==> src/sgcg_pkg.sv <==
// shared constants, types and helpers for the strided grid corner unit
// no dependencies
package sgcg_pkg;

  localparam int STORE_DEPTH_DEF = 4096;
  localparam int VALUE_BITS_DEF  = 32;
  localparam int DIMS            = 3;
  localparam int NCORNERS        = 1 << DIMS;
  localparam int IDX_BITS        = 12;
  localparam int STRIDE_BITS     = 12;
  localparam int FIELD_BITS      = 32;
  localparam int CFG_IDX_BITS    = 2;
  // widest base plus corner offset: three 24-bit products plus three strides
  localparam int ADDR_SUM_BITS   = 27;

  typedef enum logic [1:0] {
    OP_READ    = 2'd0,
    OP_WRITE   = 2'd1,
    OP_GATHER  = 2'd2,
    OP_SCATTER = 2'd3
  } op_t;

  localparam logic [CFG_IDX_BITS-1:0] REG_STRIDE0 = 2'd0;
  localparam logic [CFG_IDX_BITS-1:0] REG_STRIDE1 = 2'd1;
  localparam logic [CFG_IDX_BITS-1:0] REG_STRIDE2 = 2'd2;

  typedef struct packed {
    logic [1:0]                  op;
    logic [IDX_BITS-1:0]         index_0;
    logic [IDX_BITS-1:0]         index_1;
    logic [IDX_BITS-1:0]         index_2;
    logic [NCORNERS*FIELD_BITS-1:0] corner_in;
  } req_t;

  typedef struct packed {
    logic [NCORNERS*FIELD_BITS-1:0] corner_out;
    logic                           addr_error;
  } rsp_t;

endpackage

==> src/sgcg_addr.sv <==
// address generator: base from indices and strides, corner offsets, range check
// depends on sgcg_pkg; the products, then the corner addresses and error flag, are registered
module sgcg_addr #(
  parameter int STORE_DEPTH = sgcg_pkg::STORE_DEPTH_DEF
) (
  input  logic                               clk,
  input  logic                               start,
  input  logic [sgcg_pkg::IDX_BITS-1:0]      index_0,
  input  logic [sgcg_pkg::IDX_BITS-1:0]      index_1,
  input  logic [sgcg_pkg::IDX_BITS-1:0]      index_2,
  input  logic [sgcg_pkg::STRIDE_BITS-1:0]   stride_0,
  input  logic [sgcg_pkg::STRIDE_BITS-1:0]   stride_1,
  input  logic [sgcg_pkg::STRIDE_BITS-1:0]   stride_2,
  input  logic                               all_corners,
  output logic [sgcg_pkg::NCORNERS-1:0][$clog2(STORE_DEPTH)-1:0] addr,
  output logic                               err
);
  localparam int AW = $clog2(STORE_DEPTH);
  localparam int SB = sgcg_pkg::ADDR_SUM_BITS;
  logic [2*sgcg_pkg::IDX_BITS-1:0] prod0, prod1, prod2;
  logic [SB-1:0] base;
  logic [SB-1:0] full [sgcg_pkg::NCORNERS];
  logic [sgcg_pkg::NCORNERS-1:0] bad;
  logic          all_q;

  always_ff @(posedge clk) begin
    if (start) begin
      prod0 <= index_0 * stride_0;
      prod1 <= index_1 * stride_1;
      prod2 <= index_2 * stride_2;
      all_q <= all_corners;
    end
  end

  always_comb begin
    base = SB'(prod0) + SB'(prod1) + SB'(prod2);
    for (int k = 0; k < sgcg_pkg::NCORNERS; k++) begin
      full[k] = base + (k[0] ? SB'(stride_0) : '0) + (k[1] ? SB'(stride_1) : '0)
              + (k[2] ? SB'(stride_2) : '0);
      bad[k]  = full[k] >= SB'(STORE_DEPTH);
    end
  end

  always_ff @(posedge clk) begin
    for (int k = 0; k < sgcg_pkg::NCORNERS; k++) addr[k] <= full[k][AW-1:0];
    err <= all_q ? (|bad) : bad[0];
  end
endmodule

==> config.mk <==
export PLATFORM = sky130hd
export DESIGN_NAME = sgcg_addr
export DESIGN_NICKNAME = d
export VERILOG_FILES = /design/src/sgcg_pkg.sv /design/src/sgcg_addr.sv
export SDC_FILE = /design/constraint.sdc
export NUM_CORES = 1
export LEC_CHECK = 0
export ABC_AREA = 1
export BUFFER_PORTS_ARGS = -buffer_cell sky130_fd_sc_hd__buf_2
export CAP_MARGIN = 20
export CORE_MARGIN = 1.5
export CORE_UTILIZATION = 40
export DETAILED_ROUTE_END_ITERATION = 6
export PLACE_DENSITY = 0.54
export SLEW_MARGIN = 20
export SYNTH_ARGS = -nofsm -noshare
export SYNTH_HDL_FRONTEND = slang
export SYNTH_SLANG_ARGS = --single-unit
export TNS_END_PERCENT = 100
==> constraint.sdc <==
create_clock -name clk -period 7.45 [get_ports clk]
set_input_delay 0.745 -clock clk [delete_from_list [all_inputs] [get_ports clk]]
set_output_delay 0.745 -clock clk [all_outputs]
set_load 0.01 [all_outputs]
==> results.json <==
{
  "die_y_um": 256,
  "grt_pass1_wl_mm": 118,
  "max_stage_delay_ps": 520,
  "cts_tree": "done",
  "min_path_type": "in2reg",
  "post-route-util": 0.442,
  "dp.final_hpwl_mm": 62.3,
  "r2r_slack_ps": 800,
  "finalNetCount": 4149,
  "numCtsBuffers": 17,
  "fill_cells": 6554,
  "initial_core_util": 0.406,
  "synth_top_area_cell": "fa_1",
  "die_w_um": 256,
  "r2r_end": "err",
  "rsz0062_at_grt": "false",
  "synthCells": 3319,
  "syn_area_sq_mm": 0.0256,
  "path_clk_slew_ps": 70,
  "fin_setup_tns_ps": 0,
  "period_needed_ps": 6650,
  "clk_latency_ps": 480,
  "yosys_warnings": 0,
  "slew_violations": 0,
  "multi_input_area_sq_mm": 0.0185,
  "grt_max_degree": 72,
  "die_area_sq_mm": 0.0656,
  "clock-sinks": 170,
  "drive_gt1_frac": 0.0873,
  "yosysMostFrequentCell": "nand2_1",
  "rr_worst_depth": 42,
  "worst_pin_slew_ps": 956,
  "slew_headroom": 0.363,
  "rows": 92,
  "worstPathRequired_ps": 7820,
  "clock_skew_ps": 21.2,
  "avgSynthCellArea_sq_um": 7.73,
  "boundaryPins": 172,
  "status": "finished, final reports clean",
  "ys_types": 46,
  "ctsHoldBuffers": 0,
  "async_reset_ff_frac": 0,
  "antenna_found_initial": 0,
  "worst_setup_path_start_kind": "register",
  "cap_violations": 0,
  "synth_nets": 4021,
  "worst_setup_path_end_kind": "register",
  "via_per_inst": 4.89,
  "grtUsageTotal": 0.232,
  "place_congestion": 0.919,
  "wl_per_cell_um": 17.1,
  "yosys-top-cells-count": "nand2_1, inv_1, fa_1",
  "port-buffer-count": 171,
  "hold_depth": 1,
  "drc": 0,
  "hold_end": "all_q",
  "synth-seq-cells": 170,
  "cts-root-buf": "clkbuf_16",
  "yosysSeqAreaShare": 0.161,
  "pre_cts_ws_ps": 694,
  "htreeDepth": 4,
  "coreArea_sq_mm": 0.0632,
  "drtIter0Drc": 1114,
  "first_global_vias": 21200,
  "cts_setup_buffers": 0,
  "first_pass_iters": 7,
  "vias": 21100,
  "crit_type": "reg2reg",
  "period_share": 0.893,
  "ys.flop_type": "dfxtp_1",
  "postRouteAntennaNets": 0,
  "finalSetupViolations": 0,
  "rr_startpoint": "prod0[1]",
  "clock_path_buffers": 2,
  "hold_violations": 0,
  "hold_start": "all_corners",
  "synthTopCellsByArea": "fa_1, ha_1, nand2_1, inv_1, edfxtp_1",
  "cp_common_cell": "nand2_1",
  "ff_latch_area_sq_mm": 0.00413,
  "syn_to_final_growth_pct": 9.00,
  "crit_slowest_cell": "fa_1",
  "cp_max_fo": 5,
  "grt-ovfl-total": 0,
  "drt_wl_total_mm": 73.8,
  "clock.fmax_ghz": 0.150,
  "synth_edf_count": 73,
  "synth_top_area_frac": 0.259,
  "crit_arrival_ps": 7020,
  "setup_ws_ps": 798
}
==> critical path, delay by kind of cell, from the launching register on <==
family | cells | cell delay [ps]
adder cells (fa/ha/maj) | 6 | 2280
AND/OR/NAND/NOR | 21 | 1680
AO/OA/AOI/OAI | 7 | 1460
XOR/XNOR | 2 | 400
buffers and inverters | 6 | 370
flip-flops | 1 | 320
==> cells by family after synthesis <==
family	Yosys count	share of synthesized area
AO/OA/AOI/OAI	255	0.0541
XOR/XNOR	127	0.0434
AND/OR/NAND/NOR	1330	0.219
flip-flops	170	0.161
buffers and inverters	810	0.119
adder cells (fa/ha/maj)	627	0.403
==> through the flow <==
stage	hold WS, ps	instance area [sq um]	std cells
finish	462	27900	4307
floorplan	412	25600	3319
detailed placement	446	27400	4274
global route	445	27900	4306
CTS	438	27900	4306
global placement	449	27400	4274
==> flip-flops by register name, indices dropped and copies added, names as in the netlist <==
signal,count
err,1
addr,96
prod1,24
prod0,24
prod2,24
all_q,1
==> layout make-up <==
class / count / share of cell area
Multi-Input combinational cell: 2339 / 0.661
Tap cell: 846 / 0.0379
Clock inverter: 12 / 0.00492
Clock buffer: 20 / 0.0156
Sequential cell: 170 / 0.148
Timing Repair Buffer: 182 / 0.0337
Antenna cell: 1 / 0.0000895
Inverter: 737 / 0.0990
==> placed cells by master, fill, tap and decap left out, drive strengths merged, types with 46 or more instances in the layout <==
cell type  netlist  routed
nand2          965     965
inv            735     741
fa             332     332
ha             295     295
buf              1     182
nor2           166     166
a21oi          140     140
nand3          118     118
dfxtp           97      97
xor2            81      81
edfxtp          73      73
o21ai           71      71
xnor2           46      46
==> timing repair <==
action,4_1_cts,5_1_grt
setup endpoints to repair,0,1
resized for setup,0,2
endpoints found under the hold margin,0,0
==> routing by layer <==
layer  part of all wire  global-route usage  wire length, um  vias to the layer above
met5                  0                   0                0                        -
met3              0.035              0.0270             2600                       89
met2               0.47               0.385            34500                      411
met4              0.028              0.0694             2050                        0
li1                   -                   -                -                    10400
met1               0.47               0.317            34600                    10200
==> worst max-delay path by stage <==
stage          cells after the start        from         to
2_1_floorplan                     21  index_2[7]  prod2[23]
3_3_place_gp                      40    prod0[1]        err
3_5_place_dp                      40    prod0[1]        err
4_1_cts                           40    prod0[1]        err
5_1_grt                           42    prod0[1]        err
6_report                          42    prod0[1]        err
Power is not shown: default switching activity piles up to over one toggle a cycle in this logic, so the estimate is an artifact.
